## src/sv/fld_pkg.sv

```systemverilog
// Shared constants, register and mux codes, and controller/datapath structs for the decimator.
`default_nettype none
package fld_pkg;

  localparam int NUM_CH  = 8;
  localparam int CH_W    = 3;
  localparam int SMP_W   = 24;
  localparam int ACC_W   = 32;
  localparam int POS_W   = 32;
  localparam int FRAC_W  = 16;
  localparam int GUARD_W = ACC_W - SMP_W;
  localparam int STEP_W  = 24;
  localparam int ALPHA_W = 17;
  localparam int MAX_RES = 32;
  localparam int CNT_W   = 6;
  localparam int ADDR_W  = 4;
  localparam int DATA_W  = 32;

  localparam logic [POS_W-1:0]  ONE_POS  = POS_W'(1) << FRAC_W;
  localparam logic [STEP_W-1:0] MIN_STEP = STEP_W'(1) << (FRAC_W - 4);

  localparam logic [1:0] REG_STEP   = 2'd0;
  localparam logic [1:0] REG_ALPHA  = 2'd1;
  localparam logic [1:0] REG_BYPASS = 2'd2;

  localparam logic [1:0] SEL_BYP    = 2'd0;
  localparam logic [1:0] SEL_INTERP = 2'd1;
  localparam logic [1:0] SEL_FLUSH  = 2'd2;

  typedef struct packed {
    logic [STEP_W-1:0]  step;
    logic [ALPHA_W-1:0] alpha;
    logic               bypass;
  } cfg_t;

  typedef struct packed {
    logic       load;
    logic       mul;
    logic       accum;
    logic       filt;
    logic       imul;
    logic       pos_wrap;
    logic       adv;
    logic       emit;
    logic [1:0] emit_sel;
    logic       emit_last;
    logic       commit;
  } cmd_t;

  typedef struct packed {
    logic bypass;
    logic first;
    logic last;
    logic pos_lt_one;
    logic cnt_full;
    logic more_i;
    logic more_f;
    logic out_free;
  } sts_t;

endpackage
`default_nettype wire

```

## src/sv/fld_regs.sv

```systemverilog
// APB-style configuration registers: step, filter coefficient, bypass.
`default_nettype none
module fld_regs
  import fld_pkg::*;
(
  input  wire logic              clk,
  input  wire logic              rst_n,
  input  wire logic              psel,
  input  wire logic              penable,
  input  wire logic              pwrite,
  input  wire logic [ADDR_W-1:0] paddr,
  input  wire logic [DATA_W-1:0] pwdata,
  output logic      [DATA_W-1:0] prdata,
  output logic                   pready,
  output cfg_t                   cfg
);

  logic [STEP_W-1:0]  step_r, step_nxt;
  logic [ALPHA_W-1:0] alpha_r, alpha_nxt;
  logic               bypass_r, bypass_nxt;
  logic [1:0]         idx;
  logic               wr;

  assign idx    = paddr[ADDR_W-1:2];
  assign wr     = psel & penable & pwrite;
  assign pready = 1'b1;

  always_comb begin
    step_nxt   = step_r;
    alpha_nxt  = alpha_r;
    bypass_nxt = bypass_r;
    if (wr) begin
      case (idx)
        REG_STEP:   step_nxt   = pwdata[STEP_W-1:0];
        REG_ALPHA:  alpha_nxt  = pwdata[ALPHA_W-1:0];
        REG_BYPASS: bypass_nxt = pwdata[0];
        default: ;
      endcase
    end
  end

  always_ff @(posedge clk) begin
    if (!rst_n) begin
      step_r   <= STEP_W'(65536);
      alpha_r  <= ALPHA_W'(25068);
      bypass_r <= 1'b0;
    end else begin
      step_r   <= step_nxt;
      alpha_r  <= alpha_nxt;
      bypass_r <= bypass_nxt;
    end
  end

  always_comb begin
    case (idx)
      REG_STEP:   prdata = DATA_W'(step_r);
      REG_ALPHA:  prdata = DATA_W'(alpha_r);
      REG_BYPASS: prdata = DATA_W'(bypass_r);
      default:    prdata = '0;
    endcase
  end

  assign cfg.step   = step_r;
  assign cfg.alpha  = alpha_r;
  assign cfg.bypass = bypass_r;

endmodule
`default_nettype wire

```

## src/sv/fld_ctrl.sv

```systemverilog
// Sequencer: bypass emit, filter update, interpolation loop, flush loop and state write-back.
`default_nettype none
module fld_ctrl
  import fld_pkg::*;
(
  input  wire logic clk,
  input  wire logic rst_n,
  input  wire logic in_valid,
  output logic      in_stall,
  input  sts_t      sts,
  output cmd_t      cmd
);

  localparam logic [3:0] S_IDLE   = 4'd0;
  localparam logic [3:0] S_BYP    = 4'd1;
  localparam logic [3:0] S_MUL    = 4'd2;
  localparam logic [3:0] S_ACC    = 4'd3;
  localparam logic [3:0] S_FLT    = 4'd4;
  localparam logic [3:0] S_ICHK   = 4'd5;
  localparam logic [3:0] S_IEMIT  = 4'd6;
  localparam logic [3:0] S_FCHK   = 4'd7;
  localparam logic [3:0] S_COMMIT = 4'd8;

  logic [3:0] state_r, state_nxt;

  assign in_stall = (state_r != S_IDLE);

  always_comb begin
    state_nxt = state_r;
    cmd       = '0;
    case (state_r)
      S_IDLE: begin
        if (in_valid) begin
          cmd.load  = 1'b1;
          state_nxt = sts.bypass ? S_BYP : S_MUL;
        end
      end
      S_BYP: begin
        if (sts.out_free) begin
          cmd.emit      = 1'b1;
          cmd.emit_sel  = SEL_BYP;
          cmd.emit_last = 1'b1;
          state_nxt     = S_IDLE;
        end
      end
      S_MUL: begin
        cmd.mul   = 1'b1;
        state_nxt = S_ACC;
      end
      S_ACC: begin
        cmd.accum = 1'b1;
        state_nxt = S_FLT;
      end
      S_FLT: begin
        cmd.filt = 1'b1;
        if (!sts.first)    state_nxt = S_ICHK;
        else if (sts.last) state_nxt = S_FCHK;
        else               state_nxt = S_COMMIT;
      end
      S_ICHK: begin
        if (sts.pos_lt_one && !sts.cnt_full) begin
          cmd.imul  = 1'b1;
          state_nxt = S_IEMIT;
        end else begin
          cmd.pos_wrap = 1'b1;
          state_nxt    = sts.last ? S_FCHK : S_COMMIT;
        end
      end
      S_IEMIT: begin
        if (sts.out_free) begin
          cmd.emit      = 1'b1;
          cmd.emit_sel  = SEL_INTERP;
          cmd.emit_last = !sts.more_i;
          cmd.adv       = 1'b1;
          state_nxt     = S_ICHK;
        end
      end
      S_FCHK: begin
        if (sts.pos_lt_one && !sts.cnt_full) begin
          if (sts.out_free) begin
            cmd.emit      = 1'b1;
            cmd.emit_sel  = SEL_FLUSH;
            cmd.emit_last = !sts.more_f;
            cmd.adv       = 1'b1;
          end
        end else begin
          cmd.pos_wrap = 1'b1;
          state_nxt    = S_COMMIT;
        end
      end
      S_COMMIT: begin
        cmd.commit = 1'b1;
        state_nxt  = S_IDLE;
      end
      default: state_nxt = S_IDLE;
    endcase
  end

  always_ff @(posedge clk) begin
    if (!rst_n) state_r <= S_IDLE;
    else        state_r <= state_nxt;
  end

endmodule
`default_nettype wire

```

## src/sv/fld_dp.sv

```systemverilog
// Datapath: per-channel state, filter arithmetic, interpolation and the output register.
`default_nettype none
module fld_dp
  import fld_pkg::*;
(
  input  wire logic                    clk,
  input  wire logic                    rst_n,
  input  cfg_t                         cfg,
  input  cmd_t                         cmd,
  output sts_t                         sts,
  input  wire logic signed [SMP_W-1:0] in_sample_in,
  input  wire logic        [CH_W-1:0]  in_chan_in,
  input  wire logic                    in_first_frame,
  input  wire logic                    in_last_frame,
  input  wire logic                    out_stall,
  output logic                         out_valid,
  output logic signed      [SMP_W-1:0] out_sample_out,
  output logic             [CH_W-1:0]  out_chan_out,
  output logic                         out_last_of_run
);

  localparam int PROD_W = ACC_W + 1 + ALPHA_W + 1;
  localparam int PQ_W   = PROD_W + 1 - FRAC_W;
  localparam int ACCS_W = PQ_W + 1;
  localparam int IP_W   = SMP_W + 1 + FRAC_W + 1;
  localparam int IQ_W   = IP_W + 1 - FRAC_W;

  localparam logic signed [ACC_W-1:0] ACC_MAX = {1'b0, {(ACC_W-1){1'b1}}};
  localparam logic signed [ACC_W-1:0] ACC_MIN = {1'b1, {(ACC_W-1){1'b0}}};
  localparam logic signed [SMP_W-1:0] SMP_MAX = {1'b0, {(SMP_W-1){1'b1}}};
  localparam logic signed [SMP_W-1:0] SMP_MIN = {1'b1, {(SMP_W-1){1'b0}}};

  logic signed [ACC_W-1:0] facc_r  [NUM_CH];
  logic signed [SMP_W-1:0] prev_r  [NUM_CH];
  logic        [POS_W-1:0] npos_r  [NUM_CH];

  logic signed [SMP_W-1:0]  x_r, s0_r, f_r;
  logic        [CH_W-1:0]   ch_r;
  logic                     first_r, last_r;
  logic signed [ACC_W-1:0]  acc_r, accn_r;
  logic signed [PROD_W-1:0] prod_r;
  logic signed [IP_W-1:0]   iprod_r;
  logic        [POS_W-1:0]  pos_r;
  logic        [CNT_W-1:0]  n_r;
  logic                     out_valid_r, out_last_r;
  logic signed [SMP_W-1:0]  out_smp_r;
  logic        [CH_W-1:0]   out_ch_r;

  logic signed [ACC_W-1:0]  xg;
  logic signed [ACC_W:0]    d;
  logic signed [PROD_W:0]   prnd;
  logic signed [PQ_W-1:0]   pq;
  logic signed [ACCS_W-1:0] accsum;
  logic        [ACCS_W-ACC_W:0] acc_top;
  logic signed [ACC_W-1:0]  accsat;
  logic signed [ACC_W:0]    frnd;
  logic signed [SMP_W:0]    fq;
  logic signed [SMP_W-1:0]  fsat;
  logic signed [SMP_W:0]    diff;
  logic signed [IP_W:0]     irnd;
  logic signed [IQ_W-1:0]   iq;
  logic signed [IQ_W:0]     ival;
  logic        [IQ_W-SMP_W+1:0] ival_top;
  logic signed [SMP_W-1:0]  isat;
  logic        [STEP_W-1:0] step_eff;
  logic        [POS_W-1:0]  npos;
  logic                     cnt_room;
  logic                     out_free;

  // filter update
  assign xg   = {x_r, {GUARD_W{1'b0}}};
  assign d    = {xg[ACC_W-1], xg} - {acc_r[ACC_W-1], acc_r};
  assign prnd = {prod_r[PROD_W-1], prod_r} + (PROD_W+1)'(1 << (FRAC_W - 1));
  assign pq   = prnd[PROD_W:FRAC_W];
  assign accsum  = ACCS_W'(pq) + ACCS_W'(acc_r);
  assign acc_top = accsum[ACCS_W-1:ACC_W-1];

  always_comb begin
    if (&acc_top || !(|acc_top)) accsat = accsum[ACC_W-1:0];
    else if (accsum[ACCS_W-1])   accsat = ACC_MIN;
    else                         accsat = ACC_MAX;
  end

  assign frnd = {accn_r[ACC_W-1], accn_r} + (ACC_W+1)'(1 << (GUARD_W - 1));
  assign fq   = frnd[ACC_W:GUARD_W];

  always_comb begin
    if (fq[SMP_W] == fq[SMP_W-1]) fsat = fq[SMP_W-1:0];
    else if (fq[SMP_W])           fsat = SMP_MIN;
    else                          fsat = SMP_MAX;
  end

  // interpolation
  assign diff     = (SMP_W+1)'(f_r) - (SMP_W+1)'(s0_r);
  assign irnd     = {iprod_r[IP_W-1], iprod_r} + (IP_W+1)'(1 << (FRAC_W - 1));
  assign iq       = irnd[IP_W:FRAC_W];
  assign ival     = (IQ_W+1)'(iq) + (IQ_W+1)'(s0_r);
  assign ival_top = ival[IQ_W:SMP_W-1];

  always_comb begin
    if (&ival_top || !(|ival_top)) isat = ival[SMP_W-1:0];
    else if (ival[IQ_W])           isat = SMP_MIN;
    else                           isat = SMP_MAX;
  end

  // position bookkeeping
  assign step_eff = (cfg.step < MIN_STEP) ? MIN_STEP : cfg.step;
  assign npos     = pos_r + POS_W'(step_eff);
  assign cnt_room = (n_r < CNT_W'(MAX_RES - 1));
  assign out_free = !out_valid_r || !out_stall;

  assign sts.bypass     = cfg.bypass;
  assign sts.first      = first_r;
  assign sts.last       = last_r;
  assign sts.pos_lt_one = (pos_r < ONE_POS);
  assign sts.cnt_full   = (n_r == CNT_W'(MAX_RES));
  assign sts.more_i     = cnt_room &&
                          ((npos < ONE_POS) || (last_r && ((npos - ONE_POS) < ONE_POS)));
  assign sts.more_f     = cnt_room && (npos < ONE_POS);
  assign sts.out_free   = out_free;

  always_ff @(posedge clk) begin
    if (cmd.load) begin
      x_r     <= in_sample_in;
      ch_r    <= in_chan_in;
      first_r <= in_first_frame;
      last_r  <= in_last_frame;
      acc_r   <= in_first_frame ? '0 : facc_r[in_chan_in];
      s0_r    <= prev_r[in_chan_in];
      pos_r   <= in_first_frame ? '0 : npos_r[in_chan_in];
      n_r     <= '0;
    end else if (cmd.pos_wrap) begin
      pos_r <= pos_r - ONE_POS;
    end else if (cmd.adv) begin
      pos_r <= npos;
      n_r   <= n_r + CNT_W'(1);
    end
    if (cmd.mul)   prod_r  <= PROD_W'(d) * PROD_W'($signed({1'b0, cfg.alpha}));
    if (cmd.accum) accn_r  <= accsat;
    if (cmd.filt)  f_r     <= fsat;
    if (cmd.imul)  iprod_r <= IP_W'(diff) * IP_W'($signed({1'b0, pos_r[FRAC_W-1:0]}));
  end

  always_ff @(posedge clk) begin
    if (!rst_n) begin
      for (int i = 0; i < NUM_CH; i++) begin
        facc_r[i] <= '0;
        prev_r[i] <= '0;
        npos_r[i] <= '0;
      end
    end else if (cmd.commit) begin
      facc_r[ch_r] <= accn_r;
      prev_r[ch_r] <= f_r;
      npos_r[ch_r] <= pos_r;
    end
  end

  always_ff @(posedge clk) begin
    if (!rst_n)        out_valid_r <= 1'b0;
    else if (cmd.emit) out_valid_r <= 1'b1;
    else if (!out_stall) out_valid_r <= 1'b0;
  end

  always_ff @(posedge clk) begin
    if (cmd.emit) begin
      out_ch_r   <= ch_r;
      out_last_r <= cmd.emit_last;
      case (cmd.emit_sel)
        SEL_BYP:    out_smp_r <= x_r;
        SEL_INTERP: out_smp_r <= isat;
        SEL_FLUSH:  out_smp_r <= f_r;
        default:    out_smp_r <= f_r;
      endcase
    end
  end

  assign out_valid       = out_valid_r;
  assign out_sample_out  = out_smp_r;
  assign out_chan_out    = out_ch_r;
  assign out_last_of_run = out_last_r;

endmodule
`default_nettype wire

```

## src/sv/filtered_linear_decimator_core.sv

```systemverilog
// Sequence: a bypass item is emitted straight from its input register; a filtered item
// passes through the multiply, accumulate and filter steps, then the interpolation loop
// unless it is a first frame, the flush loop if it is a last frame, then state write-back.
// Flow: one item at a time; input stays stalled until idle, and output stalls hold it up.
// Reset: synchronous active-low rst_n clears the sequencer, the output valid and all
// per-channel filter, sample and position state; registers return to their defaults.
`default_nettype none
module filtered_linear_decimator_core
  import fld_pkg::*;
(
  input  wire logic                    clk,
  input  wire logic                    rst_n,
  input  wire logic                    psel,
  input  wire logic                    penable,
  input  wire logic                    pwrite,
  input  wire logic        [ADDR_W-1:0] paddr,
  input  wire logic        [DATA_W-1:0] pwdata,
  output logic             [DATA_W-1:0] prdata,
  output logic                         pready,
  input  wire logic                    in_valid,
  output logic                         in_stall,
  input  wire logic signed [SMP_W-1:0] in_sample_in,
  input  wire logic        [CH_W-1:0]  in_chan_in,
  input  wire logic                    in_first_frame,
  input  wire logic                    in_last_frame,
  output logic                         out_valid,
  input  wire logic                    out_stall,
  output logic signed      [SMP_W-1:0] out_sample_out,
  output logic             [CH_W-1:0]  out_chan_out,
  output logic                         out_last_of_run
);

  cfg_t cfg;
  cmd_t cmd;
  sts_t sts;

  fld_regs u_regs (
    .clk     (clk),
    .rst_n   (rst_n),
    .psel    (psel),
    .penable (penable),
    .pwrite  (pwrite),
    .paddr   (paddr),
    .pwdata  (pwdata),
    .prdata  (prdata),
    .pready  (pready),
    .cfg     (cfg)
  );

  fld_ctrl u_ctrl (
    .clk      (clk),
    .rst_n    (rst_n),
    .in_valid (in_valid),
    .in_stall (in_stall),
    .sts      (sts),
    .cmd      (cmd)
  );

  fld_dp u_dp (
    .clk             (clk),
    .rst_n           (rst_n),
    .cfg             (cfg),
    .cmd             (cmd),
    .sts             (sts),
    .in_sample_in    (in_sample_in),
    .in_chan_in      (in_chan_in),
    .in_first_frame  (in_first_frame),
    .in_last_frame   (in_last_frame),
    .out_stall       (out_stall),
    .out_valid       (out_valid),
    .out_sample_out  (out_sample_out),
    .out_chan_out    (out_chan_out),
    .out_last_of_run (out_last_of_run)
  );

`ifndef SYNTH
  a_emit_free: assert property (@(posedge clk) disable iff (!rst_n)
    cmd.emit |-> sts.out_free)
    else $error("result beat issued while output register is held");

  a_busy_after_accept: assert property (@(posedge clk) disable iff (!rst_n)
    (in_valid && !in_stall) |=> in_stall)
    else $error("input not stalled while an item is in progress");

  a_adv_cap: assert property (@(posedge clk) disable iff (!rst_n)
    cmd.adv |-> !sts.cnt_full)
    else $error("result count advanced past its limit");

  a_commit_idle: assert property (@(posedge clk) disable iff (!rst_n)
    cmd.commit |=> !in_stall)
    else $error("sequencer not idle after state write-back");
`endif

endmodule
`default_nettype wire
```

## config.mk

```make
export PLATFORM = sky130hd
export DESIGN_NAME = filtered_linear_decimator_core
export DESIGN_NICKNAME = d
export VERILOG_FILES = /design/src/sv/fld_pkg.sv /design/src/sv/fld_regs.sv /design/src/sv/fld_ctrl.sv /design/src/sv/fld_dp.sv /design/src/sv/filtered_linear_decimator_core.sv
export SDC_FILE = /design/constraint.sdc
export NUM_CORES = 2
export LEC_CHECK = 0
export BUFFER_PORTS_ARGS = -buffer_cell sky130_fd_sc_hd__buf_2
export CAP_MARGIN = 10
export CORE_MARGIN = 2
export CORE_UTILIZATION = 55
export DETAILED_ROUTE_END_ITERATION = 8
export GPL_TIMING_DRIVEN = 0
export PLACE_DENSITY = 0.71
export SYNTH_ARGS = -nofsm -noshare
export SYNTH_HDL_FRONTEND = slang
export SYNTH_HIERARCHICAL = 1
export SYNTH_SLANG_ARGS = --single-unit
export TNS_END_PERCENT = 5
```

## constraint.sdc

```tcl
create_clock -name clk -period 22.2 [get_ports clk]
set_input_delay 2.22 -clock clk [delete_from_list [all_inputs] [get_ports clk]]
set_output_delay 2.22 -clock clk [all_outputs]
set_load 0.01 [all_outputs]
```

---- Word-level counts from Yosys, hierarchy flattened ----
Memory sizes are Yosys's and may differ from the RTL's. A register that Yosys moved wholly into a read port is not among the register bits.
Index checks and enable logic that the tools add are counted.
word-level totals
  RAM bits ................................ 704
  input bits .............................. 72
  output and inout port bits .............. 63
  memories kept ........................... 3
  register bits after elaboration ......... 291
cells by class
  bitwise logic cells ..................... 3
  multiply operators ...................... 2
  add/subtract/negate cells ............... 11
  muxes and demuxes ....................... 53
  equal/unequal tests ..................... 18
  $lt $le $gt $ge ......................... 5
  reductions and logical operators ........ 33
memories
  memory       words  bits a word  rd ports  clocked after memory_dff  write ports  line          RTL
  u_dp.facc_r  8      32           1         1                         8            fld_dp.sv:33  logic signed [ACC_W-1:0] facc_r [NUM_CH];
  u_dp.npos_r  8      32           1         0                         8            fld_dp.sv:35  logic [POS_W-1:0] npos_r [NUM_CH];
  u_dp.prev_r  8      24           1         1                         8            fld_dp.sv:34  logic signed [SMP_W-1:0] prev_r [NUM_CH];
operators by type and width
  kind                                                                             count
  32-bit two-way mux                                                               8
  24-bit two-way mux                                                               6
  32-bit by 17-bit less-than comparator with 1-bit output (second input constant)  3
  24-bit one-hot mux with 3 select lines                                           1
  32-bit OR reduction                                                              2
  32-bit by 17-bit subtractor with 32-bit output (second input constant)           2
  51-bit by 17-bit adder with 52-bit output (second input constant)                1
  33-bit by 18-bit multiplier with 51-bit output                                   1
  24-bit one-hot mux with 2 select lines                                           1
  42-bit by 17-bit adder with 43-bit output (second input constant)                1
  25-bit by 17-bit multiplier with 42-bit output                                   1
  36-bit by 32-bit adder with 37-bit output                                        1
  32-bit by 9-bit adder with 33-bit output (second input constant)                 1
  32-bit by 32-bit subtractor with 33-bit output                                   1
  32-bit by 24-bit adder with 32-bit output                                        1
  4-bit two-way mux                                                                8
  4-bit one-hot mux with 8 select lines                                            1
  27-bit by 24-bit adder with 28-bit output                                        1
  24-bit by 24-bit subtractor with 25-bit output                                   1
  24-bit by 13-bit less-than comparator with 1-bit output (second input constant)  1
  24-bit OR reduction                                                              1
  1-bit two-way mux                                                                19
  4-bit by 3-bit == test with 1-bit output (second input constant)                 4
  5-bit two-way mux                                                                3
  31 further kinds                                                                 55

---- Logic depth before layout (Yosys ltp) ----
  word-level depth ........................ 14
  mapped depth ............................ 39

---- Hierarchy ----
Netlist, hierarchy kept.
by module, submodules not included
  module    area each (um2)  instances  cells each
  fld_dp    83032.1          1          7476
  fld_regs  2110.8           1          235
  fld_ctrl  481.7            1          69

---- Worst setup path after synthesis ----
No wires, ideal clock.
  path type ............................... input-to-reg
  start ................................... input port rst_n
  end ..................................... memory u_dp.facc_r[7][0], enable pin
  path buffers ............................ 2
  arrival ................................. 9.028 ns
  stages .................................. 4
  setup slack ............................. 12.516 ns
  setup time .............................. 0.656 ns
  path through ............................ clkbuf_1 -> nand3_1 -> clkbuf_1 -> o21ai_0
RTL lines
  item                line                                  RTL
  start: declaration  filtered_linear_decimator_core.sv:12  input wire logic rst_n,
  end: declaration    fld_dp.sv:33

---- Worst setup path after layout ----
  start ................................... register u_dp.f_r[0]
  end ..................................... register u_dp.iprod_r[39] (data pin)
on the way
  longest elaborated chain between the ends .. 2
ends and longest elaborated chain
  item                                            line           RTL
  start: declaration                              fld_dp.sv:37   logic signed [SMP_W-1:0] x_r, s0_r, f_r;
  start signal: assignment                        fld_dp.sv:140  if (cmd.filt) f_r <= fsat;
  24-bit by 24-bit subtractor with 25-bit output  fld_dp.sv:94   assign diff = (SMP_W+1)'(f_r) - (SMP_W+1)'(s0_r);
  25-bit by 17-bit multiplier with 42-bit output  fld_dp.sv:141  if (cmd.imul) iprod_r <= IP_W'(diff) * IP_W'($signed({1'b0, pos_r[FRAC_W-1:0]}));
  end signal: assignment                          fld_dp.sv:141
  end: declaration                                fld_dp.sv:42   logic signed [IP_W-1:0] iprod_r;
No other way between the ends.
A chain may end at the register's enable or synchronous reset.

==> results.md <==
- Max-slew violations: 0
- Antenna-violating nets left: 0
- First-pass GRT wire length: roughly 380 mm
- GR Overflow Total: 0
- Post-route cell area: about 93000 sq um
- Final period utilization: 0.514
- Crit path largest cell delay: around 0.57 ns
- Sequential fraction of the synthesis area: 0.352
- Die Y: around 400 um
- Final setup violation count: 0
- Hold buffers post-CTS: 0
- Via density: 5.90
- Headroom to the max-slew limit: 0.0163
- Startpoint type of the worst setup path: flip-flop
- Cell area after synthesis: 85600 sq um
- Initial DRT Pass Iterations: 8
- I/O pin cnt: 135
- Worst Hold Class: flip-flop to flip-flop
- Setup WS pre-CTS: ~11 ns
- Synth Register Bits: between 1000 and 1500
- Commonest non-fill, non-tap cells in the layout: inv_1, and2_1, edfxtp_1
- Clk_lat worst skew: about 0.76 ns
- DRT iter0 DRCs: between 6000 and 7000
- Vias in the first global route: between 60000 and 70000
- Critical Path Sink Type: flip-flop
- # nets final: approximately 9400
- Die area: between 150000 and 200000 sq um
- RSZ-0062 raised after global routing: false
- PostCTS Resize Cnt: 0
- Fmax: between 80 and 90 MHz
- Row count: 144
- CTS tree: done
- Crit path capture: u_dp/iprod_r[39]$_DFFE_PP_
- Outcome: finished, violations left
- Crit path required time: about 23 ns
- Fin Clk Skew: between 0.08 and 0.09 ns
- Longest Clk Path Bufs: 3
- Ys async rst share: 0
- Final Util: 0.605
- Largest net degree at the start of global routing: 59
- Worst-Margin Slew: roughly 1.5 ns
- R2R Path Start: u_dp/f_r[0]$_DFFE_PP_
- Max Cap Viol: 1
- Post-Route WL: 248 mm
- Layout cells sized above 1: 0.0789
- Worst EP arrival: 11.91 ns
- FF-to-FF setup slack: 10.80 ns
- Synth cell types: about 100
- Most common library cell in the layout ignoring fill and taps: inv_1
- Post-DP HPWL: 193 mm
- Final Hold Fails: 0
- Crit path time final: about 11 ns
- Area after DPL: 89800 sq um
- Buffers on Ports: around 110
- Reg2Reg Depth: 35
- Crit path top cell by count: fa_1
- Crit-path slowest cell: or4_4
- Hold wc startpoint: u_regs/step_r[5]$_SDFFE_PN0P_
- Clock sink total: slightly above 1000
- Clock root buffer: clkbuf_16
- Starting Density: 0.555
- Die width: roughly 400 um
- Mapped Cells: between 7000 and 8000
- Setup ws final: around 11 ns
- EDFF count, synth: approximately 970
- Area grow syn2layout: 9.08%
- Initial antenna violation count: 13
- Routability cong.: 0.982
- Setup Buffers After CTS: 0
- Most common flop cell mapped by yosys: edfxtp_1
- WL per Instance: 24.3 um
- H-tree depth: 3
- DRC viols: 0
- End of the worst register-to-register path: u_dp/iprod_r[39]$_DFFE_PP_
- GR Util All Layers: 0.318
- Clock slew seen by the registers of the worst setup and hold paths: around 0.070 ns
- Ys Warns: 6
- Vias: approximately 60000
- Post-Syn Area per Cell: approximately 11 sq um
- Critical path origin: u_dp/f_r[0]$_DFFE_PP_
- Setup_tns: 0 ns
- Failing checks: max-capacitance violations
- Cts bufs inserted: about 110
- Crit-path max FO: 10
- Core Region: 154000 sq um
- Crit path kind: flip-flop to flip-flop
==> worst min-delay path by stage <==
stage	end	slack [ns]	cells after the start
after floorplan	u_dp/out_chan_out[2]$_DFFE_PP_	0.44	0
after global placement	u_regs/alpha_r[10]$_SDFFE_PN0P_	0.46	2
after detailed placement	u_regs/alpha_r[10]$_SDFFE_PN0P_	0.47	2
after CTS	u_regs/alpha_r[10]$_SDFFE_PN0P_	0.48	2
after global routing	u_regs/step_r[5]$_SDFFE_PN0P_	0.52	2
final	u_regs/step_r[5]$_SDFFE_PN0P_	0.48	2
==> worst max-delay path, delay by kind of cell, from the launching register on <==
family                     cells  cell delay (ns)
adders and majority gates      9             4.07
AOI/OAI and AO/OA             17             3.92
buffers and inverters          4             1.33
and+or+nand+nor                4             1.11
DFF                            1             0.53
xor gates and xnor gates       1             0.14
==> kinds of logic (layout without fill, tap and decap cells) <==
family | after synthesis | after routing | share of synthesized area
simple gates | 2561 | 2561 | 0.158
mux | 329 | 329 | 0.0646
buf+inv | 1606 | 1970 | 0.0719
compound gates | 688 | 688 | 0.0548
flops | 1021 | 1021 | 0.352
other cells | 2 | 22 | 0.0000877
fa+ha+maj | 1287 | 1287 | 0.269
xor+xnor | 286 | 286 | 0.0293
==> flip-flops by register name (all words and copies together) (netlist names), 27 cells and up <==
| signal | count |
|---|---|
| u_dp/prev_r | 192 |
| u_dp/iprod_r | 27 |
| u_dp/facc_r | 256 |
| u_dp/npos_r | 256 |
| u_dp/pos_r | 32 |
| u_dp/acc_r | 32 |
| u_dp/accn_r | 32 |
| u_dp/prod_r | 36 |
==> metal layers <==
metal | share of wire | vias up | track usage | routed length [um]
met5 | 0.000052 | - | 0 | 13
met4 | 0.048 | 2 | 0.137 | 12000
met3 | 0.10 | 530 | 0.0586 | 25500
met2 | 0.46 | 3069 | 0.496 | 114000
met1 | 0.39 | 30587 | 0.441 | 96700
li1 | - | 26049 | - | -
==> per-stage QoR <==
| stage | hold slack (ns) | cells |
|---|---|---|
| after CTS | 0.483 | 10183 |
| after global routing | 0.516 | 10197 |
| final | 0.479 | 10208 |
| after global placement | 0.457 | 9945 |
| after floorplan | 0.440 | 7787 |
| after detailed placement | 0.470 | 9987 |
==> cells in the mapped netlist, types with 11 or more instances <==
cell | n | area (sq um)
nor3b_1 | 13 | 97.6
dfxtp_1 | 53 | 1060
nand2b_1 | 55 | 344
buf_4 | 17 | 128
and3_1 | 61 | 382
and4_1 | 12 | 105
nor4_1 | 23 | 144
buf_2 | 18 | 90.1
nand3_1 | 99 | 495
nor2_1 | 210 | 788
a21o_1 | 103 | 773
or3_1 | 17 | 106
ha_1 | 360 | 4500
o21ai_0 | 112 | 561
nor2b_1 | 70 | 438
a211o_1 | 17 | 149
nor3_1 | 71 | 355
o21bai_1 | 24 | 180
edfxtp_1 | 968 | 29100
o211ai_1 | 12 | 90.1
nand4_1 | 50 | 313
mux2_2 | 28 | 315
a21oi_1 | 164 | 821
fa_1 | 927 | 18600
o21a_1 | 43 | 323
mux4_2 | 176 | 3960
and2_1 | 1081 | 6760
or2_2 | 11 | 68.8
xor2_1 | 97 | 850
o22ai_1 | 29 | 181
a31oi_1 | 25 | 156
xnor2_1 | 189 | 1660
a211oi_1 | 15 | 113
nand2_1 | 754 | 2830
a22o_1 | 19 | 166
buf_1 | 35 | 131
o31ai_1 | 11 | 82.6
mux2i_1 | 125 | 1250
clkbuf_1 | 382 | 1430
inv_1 | 1145 | 4300
==> final cells by class <==
| cell class | instances | area, sq um |
|---|---|---|
| buffer | 457 | 1850 |
| clock buffer | 140 | 2870 |
| antenna | 13 | 32.5 |
| timing repair buffer | 168 | 1560 |
| sequential | 1021 | 30100 |
| fill | 12481 | 61000 |
| clock inverter | 56 | 604 |
| inverter | 1149 | 4310 |
| multi-input combinational | 5160 | 49500 |
| tap | 2044 | 2560 |
Power is not shown: default switching activity piles up to over one toggle a cycle in this logic, so the estimate is an artifact.
